--- src/hdl/hsl_pkg.sv ---
package hsl_pkg;

  // internal fixed-point format: unsigned Q1.FRAC_BITS
  localparam int FRAC_BITS = 16;
  localparam int VW        = FRAC_BITS + 1;   // Q1.F value width
  localparam int HW        = FRAC_BITS;       // hue position width
  localparam int RW        = FRAC_BITS + 2;   // ramp output, may pass 1.0 slightly
  localparam int PW        = VW + HW;         // diff * x product width
  localparam int NCH       = 3;               // red, green, blue

  // port field widths
  localparam int IN_HW  = 16;
  localparam int IN_LW  = 17;
  localparam int OUT_CW = 8;

  localparam logic [IN_LW-1:0] IN_ONE = {1'b1, {(IN_LW-1){1'b0}}};

  localparam logic [VW-1:0] ONE_FX  = {1'b1, {FRAC_BITS{1'b0}}};
  localparam logic [VW-1:0] HALF_FX = ONE_FX >> 1;

  localparam int THIRD_I      = ((1 << FRAC_BITS) + 1) / 3;
  localparam int TWO_THIRDS_I = ((2 << FRAC_BITS) + 1) / 3;

  localparam logic [HW-1:0] THIRD_FX      = HW'(THIRD_I);
  localparam logic [HW-1:0] NEG_THIRD_FX  = HW'((1 << FRAC_BITS) - THIRD_I);
  localparam logic [HW-1:0] TWO_THIRDS_FX = HW'(TWO_THIRDS_I);

  // rescale a 16-bit fraction to FRAC_BITS
  localparam int CONV_W = ((FRAC_BITS > 16) ? FRAC_BITS : 16) + 1;
  localparam int CONV_L = (FRAC_BITS >= 16) ? (FRAC_BITS - 16) : 0;
  localparam int CONV_R = (FRAC_BITS >= 16) ? 0 : (16 - FRAC_BITS);

  // segment of the piecewise hue function
  typedef enum logic [1:0] {
    SEG_RISE,
    SEG_HIGH,
    SEG_FALL,
    SEG_LOW
  } seg_t;

  // per-channel work item between the mix and ramp stages
  typedef struct packed {
    logic [VW-1:0] m1;
    logic [VW-1:0] diff;
    seg_t          seg;
    logic [HW-1:0] x;
  } chan_t;

  function automatic logic [VW-1:0] from16(input logic [IN_LW-1:0] v);
    logic [CONV_W-1:0] w;
    w = CONV_W'(v);
    w = (w << CONV_L) >> CONV_R;
    return w[VW-1:0];
  endfunction

endpackage

--- src/hdl/hsl_ramp.sv ---
module hsl_ramp import hsl_pkg::*; (
  input  logic                   clk,
  input  logic                   rst_n,
  input  logic                   up_valid,
  output logic                   up_ready,
  input  chan_t [NCH-1:0]        chan,
  output logic                   dn_valid,
  input  logic                   dn_ready,
  output logic [NCH-1:0][RW-1:0] val
);

  logic                   v3_r, v4_r;
  logic                   en3, en4;
  logic [NCH-1:0][PW-1:0] prod3_r, prod3_nxt;
  logic [NCH-1:0][VW-1:0] m13_r, diff3_r;
  seg_t [NCH-1:0]         seg3_r;
  logic [NCH-1:0][RW-1:0] val4_r, val4_nxt;

  assign en4      = !v4_r || dn_ready;
  assign en3      = !v3_r || en4;
  assign up_ready = en3;
  assign dn_valid = v4_r;
  assign val      = val4_r;

  // stage 3: ramp product per channel
  always_comb begin
    for (int k = 0; k < NCH; k++) begin
      prod3_nxt[k] = PW'(chan[k].diff) * PW'(chan[k].x);
    end
  end

  // stage 4: scale by six and pick the segment value
  always_comb begin
    logic [PW+2:0] t6;
    logic [RW-1:0] term;
    for (int k = 0; k < NCH; k++) begin
      t6   = ((PW+3)'(prod3_r[k]) << 2) + ((PW+3)'(prod3_r[k]) << 1);
      term = t6[FRAC_BITS +: RW];
      case (seg3_r[k])
        SEG_RISE: val4_nxt[k] = RW'(m13_r[k]) + term;
        SEG_HIGH: val4_nxt[k] = RW'(m13_r[k]) + RW'(diff3_r[k]);
        SEG_FALL: val4_nxt[k] = RW'(m13_r[k]) + term;
        SEG_LOW:  val4_nxt[k] = RW'(m13_r[k]);
        default:  val4_nxt[k] = RW'(m13_r[k]);
      endcase
    end
  end

  // valid bits
  always_ff @(posedge clk) begin
    if (!rst_n) begin
      v3_r <= 1'b0;
      v4_r <= 1'b0;
    end else begin
      if (en3) v3_r <= up_valid;
      if (en4) v4_r <= v3_r;
    end
  end

  // payload registers
  always_ff @(posedge clk) begin
    if (en3 && up_valid) begin
      prod3_r <= prod3_nxt;
      for (int k = 0; k < NCH; k++) begin
        m13_r[k]   <= chan[k].m1;
        diff3_r[k] <= chan[k].diff;
        seg3_r[k]  <= chan[k].seg;
      end
    end
    if (en4 && v3_r) begin
      val4_r <= val4_nxt;
    end
  end

  // ramp output overshoots one by at most two lsb (falling edge with x of a full sixth)
  a_val_bound: assert property (@(posedge clk) disable iff (!rst_n)
    v4_r |-> (val4_r[1] <= (RW'(ONE_FX) + RW'(2))))
    else $error("channel value out of range");

endmodule

--- config.mk ---
export PLATFORM = sky130hd
export DESIGN_NAME = hsl_ramp
export DESIGN_NICKNAME = d
export VERILOG_FILES = /design/src/hdl/hsl_pkg.sv /design/src/hdl/hsl_ramp.sv
export SDC_FILE = /design/constraint.sdc
export NUM_CORES = 2
export LEC_CHECK = 0
export ABC_AREA = 1
export CAP_MARGIN = 10
export CORE_MARGIN = 4
export CORE_UTILIZATION = 51
export CTS_BUF_LIST = sky130_fd_sc_hd__clkbuf_8
export DETAILED_ROUTE_END_ITERATION = 10
export DONT_BUFFER_PORTS = 1
export PLACE_DENSITY = 0.64
export SLEW_MARGIN = 20
export SYNTH_ARGS = -nofsm -noshare
export SYNTH_HDL_FRONTEND = slang
export SYNTH_SLANG_ARGS = --single-unit
--- constraint.sdc ---
create_clock -name clk -period 8.7 [get_ports clk]
set_input_delay 1.305 -clock clk [delete_from_list [all_inputs] [get_ports clk]]
set_output_delay 1.305 -clock clk [all_outputs]
set_load 0.01 [all_outputs]
# Word level (Yosys, flattened, before mapping)
# Index checks and enable logic that the tools add are counted.
# word_totals
regBits	263
latchBits	0
ram_bits	0
rom_bits	0
input_bits	160
out_inout_bits	56
elab_cells	53
n_memories	0
# classes
n_addsub	9
multipliers	3
n_div	0
n_lt_le_gt_ge	0
eq_ne	9
n_shift	0
mux	3
n_bitwise	0
reduce_logical	12
# op_table
operator	count
one-hot mux 18 bit (3 select lines)	3
adder 34 bit	3
multiplier 17 x 16 -> 33 bit	3
adder 17 x 17 -> 18 bit	3
adder 17 x 18 -> 18 bit	3
== test 2 bit, second input constant	6
== test 2 x 1 -> 1 bit, second input constant	3
zero test 2 bit	3
OR reduction 2 bit	3
logical AND 1 bit	2
zero test 1 bit	2
logical OR 1 bit	2

# Depth between registers and ports, before layout
# depth
depth_word	4
depth_mapped	28

# Worst setup path after synthesis
# OpenSTA, ideal clock, no wires.
# synth_timing
path_type	input -> register
from	input port chan[7] (netlist name)
to	register prod3_r[30] (netlist name), data pin
arrival_time_ns	6.265
required_ns	8.448
setup_slack_ns	2.183
stages	22
cell_sequence	clkbuf_1 clkbuf_1 nand2_1 fa_1 inv_1 fa_1 inv_1 fa_1 inv_1 fa_1 fa_1 inv_1 fa_1 inv_1 ha_1 a21o_1 a21boi_0 o21ai_0 a211oi_1 nand2_1 nand2_1 nand2_1
# synth_rtl
element	line_no	source
start, declared	hsl_ramp.sv:6	input chan_t [NCH-1:0] chan,
end signal, assigned	hsl_ramp.sv:63	prod3_r <= prod3_nxt;
end, declared	hsl_ramp.sv:14	logic [NCH-1:0][PW-1:0] prod3_r, prod3_nxt;

==> summary.md <==
| Metric | Value |
|---|---|
| Status | `finished clean` |
| Num CTS Buffers | `48` |
| WL final | `118,500 um` |
| Worst setup path class | `input port to register` |
| Unrepaired setup endpoints after global routing | `false` |
| DRT Pass-1 Iters | `6` |
| Max Slew Vio Count | `0` |
| Rows | `108` |
| Data required, critical path | `9.07 ns` |
| I/O pin count | `216` |
| Fin crit share | `0.6517` |
| Final nets | `6,811` |
| Post-synthesis sequential area ratio | `0.1754` |
| Initial Util | `0.5162` |
| Die X | `304.8 um` |
| Worst Path Buf+Inv | `6` |
| Max FO, Critical Path | `17` |
| Detailed Route Iter0 Violations | `2,199` |
| Synth Cell Area | `44,920 um^2` |
| Worst Setup SP | `chan[25]` |
| DRC viols | `0` |
| Max-Cap Viols | `0` |
| HP Class | `register to register` |
| Post-CTS resize count | `0` |
| Top FF cell, synth | `edfxtp_1` |
| Setup TNS | `0 ns` |
| Clock tree buffer depth | `3` |
| Met3 usage | `0.02666` |
| Worst stage delay on the critical path | `0.53 ns` |
| CTS tree | `built` |
| Clock sinks | `263` |
| GRT Util Overall | `0.2571` |
| CP cell instances | `nand2_1 -> fa_1 -> inv_1 -> fa_1 -> inv_1 -> fa_1 -> inv_1 -> fa_1 -> fa_1 -> inv_1 -> fa_1 -> inv_1 -> ha_1 -> nand2_1 -> inv_1 -> nand3_1 -> nor3_1 -> nand4_1 -> nand3_1 -> a21oi_1 -> xor2_1` |
| Distinct cells, synth | `51` |
| FF-to-FF Start | `prod3_r[46]` |
| Remaining global-route overflow | `0` |
| Post-CTS Hold Fix Bufs | `0` |
| Hold_sp | `v3_r` |
| Slowest CP cell | `fa_1` |
| Number of flops mapped to enable cells by yosys | `261` |
| Fin crit period | `5.670 ns` |
| Final GP Congestion | `0.9591` |
| Clock Pin Slew Worst Setup and Hold Paths | `0.09 ns` |
| Fmax | `176.4 MHz` |
| Die Height | `304.8 um` |
| Worst-Margin Slew | `1.016 ns` |
| Synthesized area per cell | `7.838 um^2` |
| Rel. slew slack | `0.3225` |
| First-pass GRT wire length | `193,800 um` |
| Port bufs | `0` |
| Count of final hold-check violations | `0` |
| H-tree Lvls | `2` |
| GR Layer Usage met2 | `0.4447` |
| Vias per inst | `5.236` |
| Syn_nets | `6,974` |
| Setup repair bufs after CTS | `0` |
| Worst Path Arrival | `6.04 ns` |
| Initial antenna violation count | `2` |
| Crit end category | `register` |
| Via count | `35,422` |
| Core area | `87,020 um^2` |
| Met1 usage | `0.3526` |
| Die area | `92,890 um^2` |
| CTS root buf | `clkbuf_8` |
| Clk Latency, worst-skew pair | `0.68 ns` |
| Ys async rst share | `0` |
| Clk_skew | `0.05609 ns` |
| Setup Viol. Count Final | `0` |
| Synth warnings | `0` |
| Largest net degree at the start of global routing | `78` |
| Area Growth Syn to Fin | `3.674%` |
| Top delay family on crit path | `adder cells` |
| Layout cell share with drive strength beyond 1 | `0.02515` |
| Flops & latches, synth | `263` |
| GR peak layer | `met2` |
| Hpwl dp | `96,210 um` |
| Synth Instances | `5,731` |
| DR WL/cell | `17.52 um` |
| Final ANT Viol Nets | `0` |
| Vias in the first global route | `36,454` |
| Element type at the critical path start | `input port` |
final cells by class:
type,count,area [um^2]
Antenna cell,3,7.507
Clock buffer,48,660.6
Clock inverter,41,312.8
Fill cell,8352,40460
Inverter,1308,4917
Multi-Input combinational cell,3944,31330
Sequential cell,263,7878
Tap cell,1155,1445
Timing Repair Buffer,3,22.52
worst reg2reg max path: cells and delay by family (launching register included):
kind	cells	cell delay, ns
AND/OR/NAND/NOR	4	0.53
flip-flops	1	0.45
XOR/XNOR	1	0.15
buffers and inverters	2	0.18
AO/OA/AOI/OAI	8	1.46
adder cells (fa/ha/maj)	3	1.03
worst paths after layout:
check                                    to  slack, ns  cells past startpoint
worst max register to register      val[28]       4.65                     18
worst min-delay path               dn_valid       0.51                      2
worst max-delay path            prod3_r[29]       3.03                     21
worst min register to register     dn_valid       0.51                      2
cells in the mapped netlist, drive strengths merged, types with 30 or more instances:
master	count	area (um^2)
inv	1308	4910
o21ai	171	912.1
xor2	78	683.2
fa	627	12550
nor2	266	1003
nand4	30	187.7
xnor2	37	324.1
ha	456	5705
nor3	57	320.3
nand2	1587	5982
nand3	181	915.9
clkbuf	210	788.3
o21bai	35	277.8
edfxtp	261	7838
a21oi	276	1419
registers in the layout (all words and copies together) (netlist names):
name	count
prod3_r	99
val	54
diff3_r	51
m13_r	51
seg3_r	6
dn_valid	1
v3_r	1
cell usage in the layout (no fill, tap or decap), types with 50 or more instances in the layout:
cell / instances
ha_1: 456
fa_1: 627
nand2_1: 1577
xor2_1: 78
nor3_1: 50
nand3_1: 179
o21ai_0: 145
a21oi_1: 267
nor2_1: 264
inv_1: 1316
edfxtp_1: 261
layer usage:
metal | wire (um) | vias to the layer above
met4 | 2387 | 0
li1 | - | 17149
met2 | 57690 | 949
met1 | 52270 | 17180
met5 | 0 | -
met3 | 6148 | 144
through the flow:
step,hold WS [ns],area [um^2],setup slack [ns],utilization,cells
final,0.5051,46570,3.030,0.5351,6765
after floorplan,0.4473,44920,2.183,-,5731
after CTS,0.5092,46560,3.049,0.5350,6762
after global routing,0.5487,46570,2.722,0.5351,6764
after global placement,0.5141,45590,2.337,0.5239,6673
after detailed placement,0.5290,45590,2.333,0.5239,6673
cells by family after synthesis:
family	count (synthesis)	share of synthesized area
buf+inv	1524	0.1275
fa+ha+maj	1083	0.4065
flops	263	0.1754
simple gates	2174	0.1951
mux	3	0.0006686
xor+xnor	115	0.02242
compound gates	569	0.07251
Power is not shown: default switching activity piles up to over one toggle a cycle in this logic, so the estimate is an artifact.
