### src/hdl/hsl_pkg.sv
package hsl_pkg;

  // internal fixed-point format: unsigned Q1.FRAC_BITS
  localparam int FRAC_BITS = 16;
  localparam int VW        = FRAC_BITS + 1;   // Q1.F value width
  localparam int HW        = FRAC_BITS;       // hue position width
  localparam int RW        = FRAC_BITS + 2;   // ramp output, may pass 1.0 slightly
  localparam int PW        = VW + HW;         // diff * x product width
  localparam int NCH       = 3;               // red, green, blue

  // port field widths
  localparam int IN_HW  = 16;
  localparam int IN_LW  = 17;
  localparam int OUT_CW = 8;

  localparam logic [IN_LW-1:0] IN_ONE = {1'b1, {(IN_LW-1){1'b0}}};

  localparam logic [VW-1:0] ONE_FX  = {1'b1, {FRAC_BITS{1'b0}}};
  localparam logic [VW-1:0] HALF_FX = ONE_FX >> 1;

  localparam int THIRD_I      = ((1 << FRAC_BITS) + 1) / 3;
  localparam int TWO_THIRDS_I = ((2 << FRAC_BITS) + 1) / 3;

  localparam logic [HW-1:0] THIRD_FX      = HW'(THIRD_I);
  localparam logic [HW-1:0] NEG_THIRD_FX  = HW'((1 << FRAC_BITS) - THIRD_I);
  localparam logic [HW-1:0] TWO_THIRDS_FX = HW'(TWO_THIRDS_I);

  // rescale a 16-bit fraction to FRAC_BITS
  localparam int CONV_W = ((FRAC_BITS > 16) ? FRAC_BITS : 16) + 1;
  localparam int CONV_L = (FRAC_BITS >= 16) ? (FRAC_BITS - 16) : 0;
  localparam int CONV_R = (FRAC_BITS >= 16) ? 0 : (16 - FRAC_BITS);

  // segment of the piecewise hue function
  typedef enum logic [1:0] {
    SEG_RISE,
    SEG_HIGH,
    SEG_FALL,
    SEG_LOW
  } seg_t;

  // per-channel work item between the mix and ramp stages
  typedef struct packed {
    logic [VW-1:0] m1;
    logic [VW-1:0] diff;
    seg_t          seg;
    logic [HW-1:0] x;
  } chan_t;

  function automatic logic [VW-1:0] from16(input logic [IN_LW-1:0] v);
    logic [CONV_W-1:0] w;
    w = CONV_W'(v);
    w = (w << CONV_L) >> CONV_R;
    return w[VW-1:0];
  endfunction

endpackage

### src/hdl/hsl_mix.sv
module hsl_mix import hsl_pkg::*; (
  input  logic                  clk,
  input  logic                  rst_n,
  input  logic                  up_valid,
  output logic                  up_ready,
  input  logic [IN_HW-1:0]      hue,
  input  logic [IN_LW-1:0]      lightness,
  input  logic [IN_LW-1:0]      saturation,
  output logic                  dn_valid,
  input  logic                  dn_ready,
  output chan_t [NCH-1:0]       chan
);

  logic                  v1_r, v2_r;
  logic                  en1, en2;
  logic [VW-1:0]         l1_r, s1_r, l1_nxt, s1_nxt;
  logic [2*VW-1:0]       p1_r, p1_nxt;
  logic [NCH-1:0][HW-1:0] h1_r, h1_nxt;
  chan_t [NCH-1:0]       chan2_r, chan2_nxt;

  assign en2      = !v2_r || dn_ready;
  assign en1      = !v1_r || en2;
  assign up_ready = en1;
  assign dn_valid = v2_r;
  assign chan     = chan2_r;

  // stage 1: clamp, rescale, hue positions, l*s product
  always_comb begin
    logic [IN_LW-1:0] l_c, s_c;
    logic [VW-1:0]    h_w;
    l_c = (lightness > IN_ONE) ? IN_ONE : lightness;
    s_c = (saturation > IN_ONE) ? IN_ONE : saturation;
    l1_nxt = from16(l_c);
    s1_nxt = from16(s_c);
    h_w = from16({1'b0, hue});
    h1_nxt[0] = h_w[HW-1:0] + THIRD_FX;
    h1_nxt[1] = h_w[HW-1:0];
    h1_nxt[2] = h_w[HW-1:0] + NEG_THIRD_FX;
    p1_nxt = (2*VW)'(l1_nxt) * (2*VW)'(s1_nxt);
  end

  // stage 2: m1, m2 and segment of each channel
  always_comb begin
    logic [VW-1:0]   ls;
    logic [VW:0]     m2_w, m1_w;
    logic [VW-1:0]   diff;
    logic [HW+2:0]   h_e, one_e;
    ls   = p1_r[FRAC_BITS +: VW];
    m2_w = (l1_r <= HALF_FX) ? ({1'b0, l1_r} + {1'b0, ls})
                             : ({1'b0, l1_r} + {1'b0, s1_r} - {1'b0, ls});
    m1_w = {l1_r, 1'b0} - m2_w;
    diff = m2_w[VW-1:0] - m1_w[VW-1:0];
    one_e = (HW+3)'(ONE_FX);
    for (int k = 0; k < NCH; k++) begin
      h_e = (HW+3)'(h1_r[k]);
      chan2_nxt[k].m1   = m1_w[VW-1:0];
      chan2_nxt[k].diff = diff;
      if ((h_e * (HW+3)'(6)) < one_e) begin
        chan2_nxt[k].seg = SEG_RISE;
        chan2_nxt[k].x   = h1_r[k];
      end else if ((h_e << 1) < one_e) begin
        chan2_nxt[k].seg = SEG_HIGH;
        chan2_nxt[k].x   = '0;
      end else if ((h_e * (HW+3)'(3)) < (one_e << 1)) begin
        chan2_nxt[k].seg = SEG_FALL;
        chan2_nxt[k].x   = (TWO_THIRDS_FX > h1_r[k]) ? (TWO_THIRDS_FX - h1_r[k]) : '0;
      end else begin
        chan2_nxt[k].seg = SEG_LOW;
        chan2_nxt[k].x   = '0;
      end
    end
  end

  // valid bits
  always_ff @(posedge clk) begin
    if (!rst_n) begin
      v1_r <= 1'b0;
      v2_r <= 1'b0;
    end else begin
      if (en1) v1_r <= up_valid;
      if (en2) v2_r <= v1_r;
    end
  end

  // payload registers
  always_ff @(posedge clk) begin
    if (en1 && up_valid) begin
      l1_r <= l1_nxt;
      s1_r <= s1_nxt;
      p1_r <= p1_nxt;
      h1_r <= h1_nxt;
    end
    if (en2 && v1_r) begin
      chan2_r <= chan2_nxt;
    end
  end

  // truncated l*s never exceeds l
  a_ls_bound: assert property (@(posedge clk) disable iff (!rst_n)
    v1_r |-> (p1_r[FRAC_BITS +: VW] <= l1_r))
    else $error("l*s product above lightness");

  // m2 = m1 + diff stays within one
  a_m2_bound: assert property (@(posedge clk) disable iff (!rst_n)
    v2_r |-> (({1'b0, chan2_r[0].m1} + {1'b0, chan2_r[0].diff}) <= {1'b0, ONE_FX}))
    else $error("m2 above one");

endmodule

### config.mk
export PLATFORM = sky130hd
export DESIGN_NAME = hsl_mix
export DESIGN_NICKNAME = d
export VERILOG_FILES = /design/src/hdl/hsl_pkg.sv /design/src/hdl/hsl_mix.sv
export SDC_FILE = /design/constraint.sdc
export NUM_CORES = 1
export LEC_CHECK = 0
export BUFFER_PORTS_ARGS = -buffer_cell sky130_fd_sc_hd__buf_2
export CAP_MARGIN = 0
export CELL_PAD_IN_SITES_DETAIL_PLACEMENT = 1
export CELL_PAD_IN_SITES_GLOBAL_PLACEMENT = 1
export CORE_MARGIN = 4
export CORE_UTILIZATION = 23
export CTS_BUF_LIST = sky130_fd_sc_hd__clkbuf_4 sky130_fd_sc_hd__clkbuf_8
export CTS_CLUSTER_DIAMETER = 50
export DETAILED_ROUTE_END_ITERATION = 7
export PLACE_DENSITY = 0.55
export SLEW_MARGIN = 10
export SYNTH_ARGS = -nofsm -noshare
export SYNTH_HDL_FRONTEND = slang
export SYNTH_SLANG_ARGS = --single-unit
### constraint.sdc
create_clock -name clk -period 7.3 [get_ports clk]
set_input_delay 0.73 -clock clk [delete_from_list [all_inputs] [get_ports clk]]
set_output_delay 0.73 -clock clk [all_outputs]
set_load 0.02 [all_outputs]
# Word level (Yosys, flattened, before mapping)

Cells that the tools add are included.
W data, S select, Z words.

Input port bits: 54
Word-level logic and storage cells: 75
Output and inout bits: 158
Register bits: 205

$add $sub $neg: 10
Order comparisons: 15
Muxes and demuxes: 15
Reductions and logical operators: 9
$mul: 7

Operator list:

| operator                 | number |
|---|---|
| $mux W17                 | 9 |
| $mul A16 B2 Y18 const B  | 6 |
| $mux W16                 | 6 |
| $lt A19 B17 Y1 const B   | 3 |
| $lt A18 B18 Y1 const B   | 3 |
| $lt A17 B17 Y1 const B   | 3 |
| $sub A17 B17 Y17         | 3 |
| $gt A16 B16 Y1 const A   | 3 |
| $sub A16 B16 Y16 const A | 3 |
| $add A17 B17 Y17         | 2 |
| $gt A17 B17 Y1 const B   | 2 |
| $mul A17 B17 Y33         | 1 |
| $le A17 B16 Y1 const B   | 1 |
| $add A16 B15 Y16 const B | 1 |
| $add A16 B16 Y16 const B | 1 |
| $reduce_or A2 Y1         | 3 |
| $logic_and A1 B1 Y1      | 2 |
| $logic_not A1 Y1         | 2 |
| $logic_or A1 B1 Y1       | 2 |

# Longest topological paths before layout

Depth after elaboration: 5
Depth in mapped cells: 29
Mapped depth without buffers: 27

# Worst setup path before layout

Ideal clock, no wire load.

Path kind: input -> register
From: input lightness[15]
To: register p1_r[31] (data pin)
Buffers on the path: 2
Cell stages on the path: 27
Arrival: 7.202 ns
Library setup time: 0.266 ns
Setup slack: -0.168 ns
Required time: 7.034 ns
Cell sequence: nor4_1 nand4_1 nand2_1 clkbuf_1 nand2_1 inv_1 clkbuf_1 nand2_1 fa_1 inv_1 fa_1 fa_1 fa_1 fa_1 inv_1 fa_1 inv_1 ha_1 a21o_1 a21o_1 a21oi_1 o21ai_0 a2111oi_0 nor3_1 a41oi_1 a21boi_0 xor2_1

Word-level cells in the longest chain between the ends: 3

Ends and longest elaborated chain:

| what                   | RTL line      | RTL |
|---|---|---|
| start: declaration     | hsl_mix.sv:7  | `input logic [IN_LW-1:0] lightness,` |
| $gt A17 B17 Y1         | hsl_mix.sv:31 | `l_c = (lightness > IN_ONE) ? IN_ONE : lightness;` |
| $mux W17               | hsl_mix.sv:31 |  |
| net l1_nxt[9]          | hsl_mix.sv:16 | `logic [VW-1:0] l1_r, s1_r, l1_nxt, s1_nxt;` |
| $mul A17 B17 Y33       | hsl_mix.sv:39 | `p1_nxt = (2*VW)'(l1_nxt) * (2*VW)'(s1_nxt);` |
| net p1_nxt[31]         | hsl_mix.sv:17 | `logic [2*VW-1:0] p1_r, p1_nxt;` |
| end signal: assignment | hsl_mix.sv:90 | `p1_r <= p1_nxt;` |
| end: declaration       | hsl_mix.sv:17 |  |

The timed path passes the listed nets, and every way through them passes these cells.
A chain may end at the register's enable or synchronous reset.

# Final worst setup path

From: input lightness[13]
To: register p1_r[31] (data pin)

Word-level cells in the longest chain between the ends: 3

Ends and longest elaborated chain:

| what                 | RTL line |
|---|---|
| $gt A17 B17 Y1       | hsl_mix.sv:31 |
| $mux W17 (*)         | hsl_mix.sv:31 |
| $mul A17 B17 Y33 (*) | hsl_mix.sv:39 |
| net p1_nxt[31]       | hsl_mix.sv:17 |

The timed path passes the listed nets; every way through them passes the cells marked *.

==> out/qor.yml <==
design_area_um2: 27100
p_leak_uw: 0.0131
synth_area_leaders: "edfxtp_1, fa_1, ha_1, inv_1, nand2_1"
synth_top_family_by_area: "adder cells"
synth-xor-area-share_pct: 3.86
drt-wirelength-per-cell_um: 16.7
wirelength_mm: 67.2
yosysSeqAreaShare_pct: 24.5
cp.required_ns: 7.69
root_buffer: "clkbuf_8"
synth-main-ff-cell: "edfxtp_1"
power.internal_uw: 4850
crit_path_end_kind: "flip-flop"
dp_hpwl_mm: 57.2
cpPeakStageDelay_ns: 0.53
routabilityCongestion: 0.852
syn_to_final_growth_pct: 19.1
cp_data_arrival_time_ns: 7.41
critPathLaunchType: "input pin"
placed_area_um2: 26500
clk_pin_slew_ns: 0.11
p_sw_uw: 4540
via_count: 17100
yosys_warnings: 0
sw_frac_of_total_pct: 48.4
tritoncts: "done"
drc: 0
synth_cells: 2414
p_seq_share_pct: 20.5
max-clock-path-buffers: 2
grt_pass1_wl_mm: 104
initial_core_util_pct: 23.2
fin_ws_ns: 0.284
finalSetupViolCount: 0
ys_ff_latch: 187
die_area_um2: 104000
combPwrFrac_pct: 71.4
synth_edf_count: 185
period_share_pct: 96.1
synth_area_leader_cell: "edfxtp_1"
r2r_setup_slack_ns: 0.90
cp_slowest_cell: "fa_1"
hold_path_class: "in -> reg"
synth_fa_ha_area_share_pct: 36.7
fin_worst_skew_ns: 0.0284
p_clk_share_pct: 8.1
synthArstFlopShare_pct: 0
period_needed_ns: 7.02
grt_pass1_vias: 18000
fp.dieW_um: 323
holdBufCountCts: 0
port_buffers: 208
drtAntennaViolNets: 0
row_count: 115
htreeDepth: 4
cap_violations: 0
fmax_mhz: 143
grt_overflow: 0
grt_max_degree: 59
cts_made_buffers: 17
antenna_found_initial: 2
critPathKind: "in -> reg"
core_area_um2: 98400
slew_headroom_pct: 37.7
crit_fanout: 18
dieHeight_um: 323
first_pass_iters: 5
critPathTopFamily: "adder cells"
synth_top_area_share_pct: 24.4
synth_cell_types: 72
finalMaxSlewViolations: 0
p_per_area_nw_per_um2: 346
worstSkewPairLatency_ns: 0.58
io_pins: 212
cpMostUsedCell: "fa_1"
syn_area_um2: 22800
dpl_worst_slack_ns: -0.828
status: "completed"
synth-compound-area-share_pct: 10.4
peakVddDrop_uv: 268
yosys.area_share.simple_pct: 12.4
drive_gt1_share_pct: 18.7
track_usage_pct: 13.0
synth.avg_cell_area_um2: 9.44
drt-vias-per-instance: 4.24
drt_iter0_drc: 870
path_buf_inv: 9
cts_sinks: 187
synthMuxAreaShare_pct: 0.961
worst_pin_slew_ns: 0.933
finalHoldViolCount: 0
final_nets: 3310
## metal layers
layer	up-vias	global-route usage, %	part of all wire, %
met4	0	2.17	1.2
li1	8337	-	-
met1	8439	17.6	48
met3	34	1.66	3.3
met5	-	0	0
met2	286	22.4	48
## power by group through the flow
stage	clock [uW]	sequential [uW]	combinational, uW
floorplan	0	2010	4950
global placement	0	1960	6740
detailed placement	0	1960	6800
CTS	805	1940	6850
global route	842	1960	7620
finish	760	1920	6710
## path summary, 6_finish.rpt
check / to / depth (start not counted) / startpoint
max reg2reg: chan[137] / 23 / l1_r[1]
min reg2reg: dn_valid / 1 / v1_r
max: p1_r[31] / 30 / lightness[13]
min: dn_valid / 2 / rst_n
## placed cells by master (no fill, tap or decap), types with 73 or more instances in the layout
master    count
nand2_1     233
nor2_1      186
edfxtp_1    185
o21ai_0      82
buf_4       193
a21oi_1      88
xnor2_1      73
fa_1        238
buf_2       208
inv_1       470
ha_1        284
## cells in the mapped netlist, types with 8 or more instances
master / number
xnor2_1: 73
o21bai_1: 15
ha_1: 286
edfxtp_1: 185
clkbuf_1: 49
nor2b_1: 18
or3_1: 10
nor2_1: 190
a21oi_1: 88
xor2_1: 25
nor3_1: 24
a21o_1: 53
fa_1: 239
nor4_1: 10
nand2_1: 238
nand2b_1: 19
o21ai_0: 84
inv_1: 474
clkinv_1: 9
o21a_1: 32
nand3_1: 14
and2_1: 21
and3_1: 22
buf_4: 69
nand4_1: 15
nor4b_1: 8
mux2i_1: 14
a21boi_0: 8
## through the flow
stage	utilization (%)	TNS, ns	std cells	power [uW]	hold WS, ns
floorplan	-	0	2416	6960	0.477
global placement	26.9	-3.93	3992	8690	0.519
detailed placement	26.9	-4.26	3992	8760	0.514
CTS	27.3	0	4024	9590	0.318
global route	27.6	-0.0183	4032	10400	0.342
finish	27.6	0	4034	9400	0.392
## layout make-up
type / instances / area [um2]
fillers: 11600 / 71300
multi-input cells: 1622 / 14800
flip-flops and latches: 187 / 5600
repair buffers: 420 / 2860
inverters: 483 / 1820
well taps: 1287 / 1610
clock buffers: 18 / 248
clock inverters: 14 / 176
diodes: 3 / 7.51
## state kept, by name (all words and copies together), names as in the netlist
register,flops
p1_r,17
v1_r,1
s1_r,17
dn_valid,1
chan,87
l1_r,17
h1_r,47
## timing repair
| item | 4_1_cts | 5_1_grt |
|---|---|---|
| pin swaps | 0 | 14 |
| setup endpoints to repair | 4 | 6 |
| gates resized for setup | 4 | 34 |
| setup buffers | 0 | 7 |
## cell families after synthesis
kind of cell | after synthesis
buffers and inverters | 607
AOI/OAI and AO/OA | 360
muxes | 21
other | 1
and+or+nand+nor | 614
adders and majority gates | 525
xor gates and xnor gates | 99
DFF | 187
Note: power is estimated with default switching activity, not from simulation.
