## src/hdl/hsl_pkg.sv

```systemverilog
package hsl_pkg;

  // internal fixed-point format: unsigned Q1.FRAC_BITS
  localparam int FRAC_BITS = 16;
  localparam int VW        = FRAC_BITS + 1;   // Q1.F value width
  localparam int HW        = FRAC_BITS;       // hue position width
  localparam int RW        = FRAC_BITS + 2;   // ramp output, may pass 1.0 slightly
  localparam int PW        = VW + HW;         // diff * x product width
  localparam int NCH       = 3;               // red, green, blue

  // port field widths
  localparam int IN_HW  = 16;
  localparam int IN_LW  = 17;
  localparam int OUT_CW = 8;

  localparam logic [IN_LW-1:0] IN_ONE = {1'b1, {(IN_LW-1){1'b0}}};

  localparam logic [VW-1:0] ONE_FX  = {1'b1, {FRAC_BITS{1'b0}}};
  localparam logic [VW-1:0] HALF_FX = ONE_FX >> 1;

  localparam int THIRD_I      = ((1 << FRAC_BITS) + 1) / 3;
  localparam int TWO_THIRDS_I = ((2 << FRAC_BITS) + 1) / 3;

  localparam logic [HW-1:0] THIRD_FX      = HW'(THIRD_I);
  localparam logic [HW-1:0] NEG_THIRD_FX  = HW'((1 << FRAC_BITS) - THIRD_I);
  localparam logic [HW-1:0] TWO_THIRDS_FX = HW'(TWO_THIRDS_I);

  // rescale a 16-bit fraction to FRAC_BITS
  localparam int CONV_W = ((FRAC_BITS > 16) ? FRAC_BITS : 16) + 1;
  localparam int CONV_L = (FRAC_BITS >= 16) ? (FRAC_BITS - 16) : 0;
  localparam int CONV_R = (FRAC_BITS >= 16) ? 0 : (16 - FRAC_BITS);

  // segment of the piecewise hue function
  typedef enum logic [1:0] {
    SEG_RISE,
    SEG_HIGH,
    SEG_FALL,
    SEG_LOW
  } seg_t;

  // per-channel work item between the mix and ramp stages
  typedef struct packed {
    logic [VW-1:0] m1;
    logic [VW-1:0] diff;
    seg_t          seg;
    logic [HW-1:0] x;
  } chan_t;

  function automatic logic [VW-1:0] from16(input logic [IN_LW-1:0] v);
    logic [CONV_W-1:0] w;
    w = CONV_W'(v);
    w = (w << CONV_L) >> CONV_R;
    return w[VW-1:0];
  endfunction

endpackage

```

## src/hdl/hsl_quant.sv

```systemverilog
module hsl_quant import hsl_pkg::*; (
  input  logic                       clk,
  input  logic                       rst_n,
  input  logic                       up_valid,
  output logic                       up_ready,
  input  logic [NCH-1:0][RW-1:0]     val,
  output logic                       dn_valid,
  input  logic                       dn_ready,
  output logic [NCH-1:0][OUT_CW-1:0] rgb
);

  localparam int CW = RW + 8 - FRAC_BITS;

  logic                       v5_r;
  logic                       en5;
  logic [NCH-1:0][OUT_CW-1:0] rgb5_r, rgb5_nxt;

  assign en5      = !v5_r || dn_ready;
  assign up_ready = en5;
  assign dn_valid = v5_r;
  assign rgb      = rgb5_r;

  // value * 255, truncated and saturated
  always_comb begin
    logic [RW+7:0] v255;
    logic [CW-1:0] c;
    for (int k = 0; k < NCH; k++) begin
      v255 = {val[k], 8'b0} - (RW+8)'(val[k]);
      c    = v255[FRAC_BITS +: CW];
      rgb5_nxt[k] = (c > CW'(255)) ? {OUT_CW{1'b1}} : c[OUT_CW-1:0];
    end
  end

  // output register valid
  always_ff @(posedge clk) begin
    if (!rst_n) begin
      v5_r <= 1'b0;
    end else if (en5) begin
      v5_r <= up_valid;
    end
  end

  // output register payload
  always_ff @(posedge clk) begin
    if (en5 && up_valid) begin
      rgb5_r <= rgb5_nxt;
    end
  end

  // a stalled result is held unchanged
  a_hold: assert property (@(posedge clk) disable iff (!rst_n)
    v5_r && !dn_ready |=> v5_r && $stable(rgb5_r))
    else $error("stalled result changed");

endmodule

```

## config.mk

```make
export PLATFORM = sky130hd
export DESIGN_NAME = hsl_quant
export DESIGN_NICKNAME = d
export VERILOG_FILES = /design/src/hdl/hsl_pkg.sv /design/src/hdl/hsl_quant.sv
export SDC_FILE = /design/constraint.sdc
export NUM_CORES = 1
export LEC_CHECK = 0
export BUFFER_PORTS_ARGS = -buffer_cell sky130_fd_sc_hd__buf_2
export CORE_MARGIN = 4
export CORE_UTILIZATION = 52
export DETAILED_ROUTE_END_ITERATION = 6
export HOLD_SLACK_MARGIN = 0.12
export PLACE_DENSITY = 0.82
export RECOVER_POWER = 25
export SLEW_MARGIN = 10
export SYNTH_ARGS = -nofsm -noshare
export SYNTH_HDL_FRONTEND = slang
export SYNTH_SLANG_ARGS = --single-unit
export TNS_END_PERCENT = 10
```

## constraint.sdc

```tcl
create_clock -name clk -period 4.33 [get_ports clk]
set_input_delay 1.299 -clock clk [delete_from_list [all_inputs] [get_ports clk]]
set_output_delay 1.299 -clock clk [all_outputs]
set_load 0.05 [all_outputs]
```

**After elaboration in Yosys (flattened, before gate mapping)**

Cells that the tools add are included.

- Output and inout bits: 26
- Register bits: 25
- Logic and storage cells: 13
- Input port bits: 58

- Reductions and logical operators: 3
- Add/subtract/negate cells: 3
- Order comparisons: 3

Operators by type and width:

| operator | number |
|---|---|
| 26-bit by 18-bit subtractor with 26-bit output | 3 |
| 10-bit by 8-bit greater-than comparator with 1-bit output (second input constant) | 3 |
| 1-bit logical AND | 1 |
| 1-bit zero test | 1 |
| 1-bit logical OR | 1 |

**Longest topological paths before layout**

Gate-level depths: netlist of the first run.

- Word-level depth: 3
- Mapped depth: 11
- Depth with buffers taken out: 9

**Least setup slack after synthesis of the first run**

No wires, ideal clock.

- Path kind: input to register
- Start point: in val[49] in the netlist's numbering
- End point: reg rgb5_r (netlist bit rgb[17]) (data pin)
- Required time: 4.059 ns
- Arrival time: 3.142 ns
- Stages: 10
- Library setup time: 0.271 ns
- Buffers on the path: 1
- Setup slack: 0.917 ns
- Path through: inv_1 -> ha_1 -> nand4_1 -> or3_1 -> o221ai_1 -> a21oi_1 -> xnor2_1 -> and2_1 -> clkbuf_1 -> o21ai_0

- Cells in the longest elaborated chain, start to end: 2

RTL lines:

| element | line | text |
|---|---|---|
| start, declared | hsl_quant.sv:6 | `input logic [NCH-1:0][RW-1:0] val,` |
| 26-bit by 18-bit subtractor with 26-bit output * | hsl_quant.sv:28 | `v255 = {val[k], 8'b0} - (RW+8)'(val[k]);` |
| 10-bit by 8-bit greater-than comparator with 1-bit output | hsl_quant.sv:30 | `rgb5_nxt[k] = (c > CW'(255)) ? {OUT_CW{1'b1}} : c[OUT_CW-1:0];` |
| end signal, assigned | hsl_quant.sv:46 | `rgb5_r <= rgb5_nxt;` |
| end, declared | hsl_quant.sv:16 | `logic [NCH-1:0][OUT_CW-1:0] rgb5_r, rgb5_nxt;` |

Mark *: on every way between the ends. The rest lies on a longest branch, timed or not.
A chain may end at the register's enable or synchronous reset.

**Worst setup path in the final report of the first run**

- Start point: in val[49] in the netlist's numbering
- End point: reg rgb5_r (netlist bit rgb[18]) (data pin)

The elaborated chain is that of the path after synthesis.

==> run_results.csv, run 1 <==
group,metric,value,unit
timing,fin_crit_sh,0.795,
timing,slew_headroom,0.299,
worst_hold_path,hold_class,"flop to flop",
route,wl,6260,µm
floorplanning,dieArea,0.00606,mm²
finish,final_cell_count_no_fill,457,
critical_path,start_kind,"primary input",
clock_network,clk_latency,0.27,ns
yosys,synth_cell_types,49,
route,ant_nets,0,
critical_path,path_max_fanout,8,
critical_path,worstPathCellList,"buf_2 > inv_1 > ha_1 > nand4_1 > or3_1 > o221ai_1 > a21oi_1 > xnor2_1 > and2_1 > nand3b_1",
outcome,outcome,"finished clean",
placed_design,detailed_place_hpwl,5290,µm
finish,fin_nets,479,
route,drt-initial-drc-count,168,
power,power,0.000708,W
clock_network,h-tree-depth,1,
placed_design,place_area,0.00302,mm²
global_routing,grtUsageTotal,0.198,
global_routing,overflow,0,
floorplanning,row_count,25,
yosys,synthesis.area,0.00254,mm²
yosys,syn-num-nets,394,
route,drc_errors,0,
floorplanning,fp.dieH,77.8,µm
clock_network,cts_sinks,25,
critical_path,cp_data_required_time,4.34,ns
yosys,synthFlopType,"edfxtp_1",
clock_network,numCtsBuffers,3,
timing,tightest_slew,1.05,ns
floorplanning,start_util,0.537,
yosys,syn_avg_cell_area,8.29,µm²
clock_network,clk_pin_slew_worst_paths,0.09,ns
timing,max_freq,290,MHz
global_routing,grt_pass1_wl,9960,µm
route,wl_per_cell,13.7,µm
route,dr.pass1.iters,5,
finish,syn_to_final_growth,20.2,%
global_routing,grt_antenna_before_repair,0,
finish,final_cell_mix,"buf_2 (66), nand2_1 (34), inv_1 (33)",
placed_design,io_buffers,83,
power,p_leak,1.32,nW
power,p_int,0.000448,W
finish,mostFrequentLayoutCell,"buf_2",
critical_path,critPathSlowestCell,"or3_1",
global_routing,grt_max_degree,25,
power,p_comb_frac,0.404,
clock_network,clockRootBuffer,"clkbuf_8",
route,vias,2624,
critical_path,worstPathArrival,3.46,ns
power,pwr-share-seq,0.402,
clock_network,cts_tree,"yes",
yosys,netlist_instances,306,
yosys,synth-edff-count,24,
timing,rsz0062_at_grt,"no",
critical_path,crit_type,"primary input to flop",
finish,n_antenna_cell,0,
power,pwr_density_cell,232,mW/mm²
placed_design,gp_congestion,0.952,
power,p_sw,0.000260,W
floorplanning,die_x,77.8,µm
power,p_clk_frac,0.194,
floorplanning,core_area,0.00472,mm²
global_routing,grt_pass1_vias,2284,
power,peakVddDrop,114,µV
timing,hold_violations,0,
timing,clock_skew,0.00558,ns
critical_path,cp-end-kind,"flop",
run,drv_cap,0,
timing,setup-tns-final,0,ns
finish,fillCellCount,423,
yosys,synth-warning-count,0,
yosys,ys_ff_latch,25,
clock_network,ctsResizeCount,0,
finish,finalInstanceArea,0.00305,mm²
floorplanning,io_pins,84,
clock_network,postCtsHoldBufs,0,
timing,finalSetupViolCount,0,
clock_network,cts_setup_buffers,0,
timing,finalMaxSlewViolations,0,
clock_network,cts.path.max_buffers,2,
yosys,ys_seq_area_frac,0.292,
timing,min_period,3.44,ns
power,swShare,0.367,
finish,drive_above_1_share,0.190,
placed_design,numPlacedInstances,453,
route,viasPerCell,5.74,
critical_path,max_stage_delay,0.42,ns
yosys,async_flop_share,0,
## cells by family (layout without fill, tap and decap cells)
group / Yosys count / after routing / synth area share
compound gates: 74 / 74 / 0.191
xor+xnor: 13 / 13 / 0.0449
fa+ha+maj: 30 / 30 / 0.148
buf+inv: 36 / 120 / 0.0533
flops: 25 / 25 / 0.292
mux: 3 / 3 / 0.0118
simple gates: 125 / 125 / 0.259
## sequential cells by signal (all words and copies together), names as in the netlist
name / count
dn_valid: 1
rgb: 24
## stage by stage
stage          setup slack [ns]  hold WS, ns  utilization
6_report                  0.886        0.537        0.646
5_1_grt                   0.673        0.592        0.646
4_1_cts                   0.891        0.540        0.650
3_5_place_dp              0.615        0.529        0.640
3_3_place_gp              0.741        0.511        0.640
2_1_floorplan             0.917         1.15            -
## power by group through the flow
stage               combinational, W  sequential [W]  clock, W
detailed placement          0.000284        0.000290         0
global route                0.000316        0.000286  0.000151
global placement            0.000278        0.000290         0
finish                      0.000286        0.000285  0.000138
CTS                         0.000286        0.000284  0.000140
floorplan                   0.000156        0.000335         0
## cells in the mapped netlist (4+ instances only)
cell | number | area share
ha_1 | 30 | 0.15
a31oi_1 | 4 | 0.0099
or3_1 | 4 | 0.0099
a21o_1 | 4 | 0.012
nand3b_1 | 4 | 0.012
nand4_1 | 5 | 0.012
nor2_1 | 18 | 0.027
and2_1 | 4 | 0.0099
nor2b_1 | 4 | 0.0099
nor3_1 | 8 | 0.016
nor4_1 | 7 | 0.017
inv_1 | 33 | 0.049
nand2_1 | 34 | 0.050
or4_1 | 4 | 0.012
a21oi_1 | 25 | 0.049
o21ai_0 | 12 | 0.024
a211oi_1 | 5 | 0.015
edfxtp_1 | 24 | 0.28
nand3_1 | 18 | 0.036
xnor2_1 | 11 | 0.038
## critical path, delay by kind of cell
kind,cells,cell delay (ns)
XOR/XNOR,1,0.15
buffers and inverters,2,0.16
AND/OR/NAND/NOR,4,1.04
AO/OA/AOI/OAI,2,0.45
adder cells (fa/ha/maj),1,0.36
## area by class of cell
cell class | count | area, µm² | area share
timing repair buffer | 83 | 394 | 0.129
sequential | 25 | 741 | 0.243
inverter | 33 | 124 | 0.0406
tap | 67 | 83.8 | 0.0275
clock buffer | 3 | 41.3 | 0.0135
clock inverter | 1 | 5.00 | 0.00164
multi-input combinational | 245 | 1660 | 0.545
## final timing paths
path         startpoint  endpoint  slack [ns]  cells past startpoint
min reg2reg    dn_valid  dn_valid        0.54                      2
max             val[49]   rgb[18]        0.89                     10
max reg2reg    dn_valid   rgb[21]        2.71                      2
min            dn_valid  dn_valid        0.54                      2
## per-layer routing
layer / global-route usage / up-vias / wire length [µm]
met5: 0 / - / 0
met4: 0.0694 / 0 / 188
met3: 0.0325 / 22 / 503
met2: 0.334 / 115 / 2890
met1: 0.255 / 1181 / 2680
li1: - / 1306 / -
(Power assumes the default switching activity.)
==> run 2: changes to the inputs <==
--- a/config.mk
+++ b/config.mk
@@ -7,10 +7,10 @@
 export LEC_CHECK = 0
 export BUFFER_PORTS_ARGS = -buffer_cell sky130_fd_sc_hd__buf_2
 export CORE_MARGIN = 4
-export CORE_UTILIZATION = 52
+export CORE_UTILIZATION = 47
 export DETAILED_ROUTE_END_ITERATION = 6
 export HOLD_SLACK_MARGIN = 0.12
-export PLACE_DENSITY = 0.82
+export PLACE_DENSITY = 0.78
 export RECOVER_POWER = 25
 export SLEW_MARGIN = 10
 export SYNTH_ARGS = -nofsm -noshare
==> constraint.sdc (replaced) <==
create_clock -name clk -period 2.95 [get_ports clk]
set_input_delay 0.885 -clock clk [delete_from_list [all_inputs] [get_ports clk]]
set_output_delay 0.885 -clock clk [all_outputs]
set_load 0.05 [all_outputs]
==> run_results.csv, run 2 (synthesis results as in run 1) <==
group,metric,value,unit
route,wl_per_cell,13.8,µm
worst_hold_path,min_to,"dn_valid",
finish,fillCellCount,416,
route,viasPerCell,5.54,
finish,mostFrequentLayoutCell,"buf_2",
placed_design,gp_congestion,0.974,
route,dr.pass1.iters,4,
finish,drive_above_1_share,0.329,
timing,slew_headroom,0.136,
finish,seq_area,741,µm²
route,drc_errors,0,
clock_network,postCtsHoldBufs,0,
global_routing,grt_pass1_vias,2679,
placed_design,io_buffers,83,
finish,fin_nets,527,
global_routing,grt_antenna_before_repair,0,
critical_path,start_kind,"primary input",
clock_network,clockRootBuffer,"clkbuf_8",
floorplanning,row_count,26,
worst_hold_path,hold_start,"dn_valid",
finish,largest_reg_flops,24,
finish,finalInstanceArea,0.00346,mm²
placed_design,detailed_place_hpwl,6090,µm
clock_network,cts_sinks,25,
critical_path,r2r_end,"rgb[20]",
critical_path,cp_data_required_time,2.96,ns
route,drt-initial-drc-count,148,
worst_hold_path,hold_class,"flop to flop",
global_routing,grt_pass1_wl,11300,µm
critical_path,path_max_fanout,8,
timing,hold_violations,0,
clock_network,numCtsBuffers,3,
route,wl,6990,µm
run,drv_cap,0,
worst_hold_path,holdPathStages,2,
floorplanning,io_pins,84,
global_routing,grtUsageTotal,0.214,
critical_path,crit_type,"primary input to flop",
timing,rsz0062_at_grt,"yes",
power,p_leak,1.58,nW
placed_design,place_area,0.00339,mm²
clock_network,h-tree-depth,1,
timing,finalMaxSlewViolations,0,
global_routing,grt_max_degree,25,
critical_path,rrSetupSlack,1.06,ns
power,pwr_density_cell,325,mW/mm²
floorplanning,core_area,0.00517,mm²
clock_network,ctsResizeCount,0,
outcome,outcome,"finished clean",
finish,final_cell_mix,"buf_2 (83), buf_4 (47), nand2_1 (34)",
timing,finalSetupViolCount,0,
clock_network,cts_tree,"yes",
global_routing,overflow,0,
clock_network,cts.path.max_buffers,2,
power,peakVddDrop,181,µV
finish,syn_to_final_growth,36.4,%
floorplanning,dieArea,0.00664,mm²
timing,max_freq,346,MHz
clock_network,cts_setup_buffers,0,
floorplanning,fp.dieH,81.5,µm
clock_network,clk_latency,0.27,ns
timing,fin_crit_sh,0.980,
power,power,0.00112,W
route,vias,2812,
critical_path,cp-end-kind,"flop",
timing,clock_skew,0.00697,ns
finish,final_core_util,0.669,
timing,min_period,2.89,ns
clock_network,clk_pin_slew_worst_paths,0.08,ns
floorplanning,die_x,81.5,µm
critical_path,r2r_cells,3,
finish,multi_input_area,0.00169,mm²
route,ant_nets,0,
critical_path,worstPathArrival,2.90,ns
timing,tightest_slew,1.30,ns
critical_path,worstReg2RegStart,"dn_valid",
finish,n_antenna_cell,0,
placed_design,numPlacedInstances,504,
floorplanning,start_util,0.490,
finish,final_cell_count_no_fill,508,
-- run 2: layout make-up --
type / count / area share
clock inverter: 1 / 0.00217
multi-input combinational: 245 / 0.487
tap: 70 / 0.0253
inverter: 33 / 0.0358
clock buffer: 3 / 0.0119
sequential: 25 / 0.214
timing repair buffer: 131 / 0.223
-- run 2: worst max-delay path by stage --
stage	cells past startpoint	to	startpoint
after floorplan	9	rgb[5]	val[17]
after global placement	10	rgb[7]	val[17]
after detailed placement	10	rgb[5]	val[17]
after CTS	10	rgb[5]	val[17]
after global routing	10	rgb[6]	val[17]
final	10	rgb[5]	val[17]
-- run 2: where the power goes --
part | switching [W] | internal, W
Clock | 0.000111 | 0.0000957
Sequential | 0.00000460 | 0.000413
Combinational | 0.000290 | 0.000208
Total | 0.000406 | 0.000717
-- run 2: layer usage --
metal | share of wire | up-vias | global-route usage
met5 | 0 | - | 0
met4 | 0.014 | 0 | 0.0557
met3 | 0.069 | 10 | 0.0208
met2 | 0.50 | 99 | 0.402
met1 | 0.42 | 1287 | 0.257
li1 | - | 1416 | -
-- run 2: worst max-delay path, cell delays in order --
cell	delay, ns
buf_2	0.09
inv_1	0.05
ha_1	0.19
or4_1	0.42
nor3_2	0.22
or3b_4	0.41
nor3_1	0.15
nor4_1	0.11
nor3_4	0.26
nand3_1	0.13
-- run 2: per-stage QoR --
stage	hold WS (ns)	TNS, ns	setup WS [ns]
2_1_floorplan	1.02	-0.0124	-0.00501
3_3_place_gp	0.511	-1.87	-0.161
3_5_place_dp	0.571	-3.32	-0.280
4_1_cts	0.583	0	0.0118
5_1_grt	0.626	-0.173	-0.0419
6_report	0.567	0	0.0591
==> run 3: changes to the inputs <==
--- a/config.mk
+++ b/config.mk
@@ -6,12 +6,12 @@
 export NUM_CORES = 1
 export LEC_CHECK = 0
 export BUFFER_PORTS_ARGS = -buffer_cell sky130_fd_sc_hd__buf_2
-export CORE_MARGIN = 4
 export CORE_UTILIZATION = 47
 export DETAILED_ROUTE_END_ITERATION = 6
 export HOLD_SLACK_MARGIN = 0.12
 export PLACE_DENSITY = 0.78
 export RECOVER_POWER = 25
+export SETUP_SLACK_MARGIN = 0.3
 export SLEW_MARGIN = 10
 export SYNTH_ARGS = -nofsm -noshare
 export SYNTH_HDL_FRONTEND = slang
==> run_results.csv, run 3 (synthesis results as in run 1) <==
group,metric,value,unit
global_routing,overflow,0,
finish,drive_above_1_share,0.435,
placed_design,numPlacedInstances,503,
floorplanning,fp.dieH,75.5,µm
critical_path,cp_num_cells,10,
timing,finalSetupViolCount,0,
placed_design,pre_cts_slack,-0.224,ns
clock_network,cts_tree,"yes",
floorplanning,io_pins,84,
placed_design,place_area,0.00340,mm²
critical_path,r2r_cells,3,
worst_hold_path,hold_class,"flop to flop",
clock_network,cts.path.max_buffers,2,
timing,tightest_slew,1.24,ns
critical_path,crit_buf_inv,2,
timing,clock_skew,0.00313,ns
timing,max_freq,345,MHz
global_routing,grt_pass1_wl,10500,µm
critical_path,crit_type,"primary input to flop",
clock_network,numCtsBuffers,3,
critical_path,critPathSlowestCell,"or4_1",
critical_path,cp-end-kind,"flop",
route,dr.pass1.iters,4,
finish,n_antenna_cell,0,
floorplanning,start_util,0.493,
critical_path,worstPathCellList,"buf_2 > inv_1 > ha_1 > or4_1 > nor3_2 > or3b_1 > o21ai_0 > nor4_1 > nor3_4 > nand3_1",
finish,final_cell_mix,"buf_2 (72), buf_4 (51), nand2_1 (32)",
worst_hold_path,holdPathStages,2,
finish,mostFrequentLayoutCell,"buf_2",
power,p_leak,1.65,nW
route,drt-initial-drc-count,276,
global_routing,grtUsageTotal,0.238,
clock_network,cts_sinks,25,
floorplanning,row_count,26,
clock_network,h-tree-depth,1,
finish,fin_nets,530,
route,viasPerCell,5.83,
route,wl_per_cell,16.5,µm
timing,rsz0062_at_grt,"yes",
placed_design,gp_congestion,1.02,
timing,slew_headroom,0.176,
timing,min_period,2.90,ns
finish,finalInstanceArea,0.00390,mm²
timing,fin_crit_sh,0.982,
critical_path,cpLargestDelayFamily,"simple AND/OR/NAND/NOR gates",
global_routing,grt_antenna_before_repair,0,
power,peakVddDrop,212,µV
timing,timing.final.ws_setup,0.0530,ns
finish,syn_to_final_growth,53.9,%
critical_path,worstPathArrival,2.90,ns
route,vias,2977,
clock_network,clk_pin_slew_worst_paths,0.09,ns
floorplanning,core_area,0.00514,mm²
finish,largest_reg_flops,24,
floorplanning,dieArea,0.00569,mm²
route,wl,8430,µm
timing,finalMaxSlewViolations,0,
global_routing,grt_max_degree,25,
critical_path,path_max_fanout,8,
global_routing,grt_pass1_vias,2492,
finish,final_cell_count_no_fill,511,
route,ant_nets,0,
timing,hold_ws,0.546,ns
outcome,outcome,"finished clean",
clock_network,postCtsHoldBufs,0,
clock_network,clk_latency,0.27,ns
critical_path,cp_data_required_time,2.95,ns
route,drc_errors,0,
clock_network,clockRootBuffer,"clkbuf_8",
placed_design,io_buffers,83,
floorplanning,die_x,75.5,µm
run,drv_cap,0,
critical_path,start_kind,"primary input",
timing,hold_violations,0,
power,pwr_density_cell,314,mW/mm²
critical_path,max_stage_delay,0.43,ns
placed_design,detailed_place_hpwl,5790,µm
finish,fillCellCount,387,
==> run 3: changes by cell type in the layout (fill, tap and decap cells not counted), moves of 7 or more <==
cell and delta:
ha_1 -11, inv_1 -8, a21oi_1 -7, buf_6 +8
buf_2 -11, ha_4 +11
==> run 3: final timing paths <==
| kind | slack [ns] | startpoint | to |
|---|---|---|---|
| worst max register to register | 1.11 | dn_valid | rgb[17] |
| worst max-delay path | 0.05 | val[17] | rgb[2] |
| worst min register to register | 0.55 | dn_valid | dn_valid |
| worst min-delay path | 0.55 | dn_valid | dn_valid |
==> run 3: power by group <==
group	internal (W)	switching, W	total [W]	leakage [nW]
Combinational	0.000260	0.000340	0.000600	1.42
Sequential	0.000413	0.00000540	0.000419	0.210
Clock	0.0000956	0.000110	0.000206	0.0217
Total	0.000769	0.000456	0.00122	1.65
==> run 3: final cells by class <==
cell class,instances,area (µm²),area share
Multi-Input combinational cell,245,2020,0.518
Timing Repair Buffer,134,867,0.222
Sequential cell,25,741,0.190
Inverter,33,136,0.0349
Tap cell,70,87.6,0.0224
Clock buffer,3,41.3,0.0106
Clock inverter,1,7.51,0.00192
==> run 3: per-layer routing <==
layer  GRT usage  share of wire  vias to the layer above
li1            -              -                     1413
met1       0.313           0.39                     1387
met2       0.415           0.51                      152
met3      0.0251          0.067                       25
met4      0.0679          0.033                        0
met5           0              0                        -
==> run 3: worst min-delay path: cells and delay by family, from the launching register on <==
family          cells  cell delay [ns]
flops               1             0.32
simple gates        1             0.09
compound gates      1             0.09
==> run 3: through the flow <==
step                      utilization  power, W  TNS, ns
after floorplan                     -  0.000724        0
after global placement          0.661  0.000899    -1.52
after detailed placement        0.661  0.000913    -2.88
after CTS                       0.671   0.00111        0
after global routing            0.759   0.00129   -0.282
final                           0.759   0.00122        0
==> run 3: what timing repair did <==
item | 4_1_cts | 5_1_grt
gates resized for setup | 1 | 89
setup buffers | 0 | 4
pin swaps | 0 | 23
setup endpoints to repair | 19 | 24
hold endpoints to repair | 0 | 0
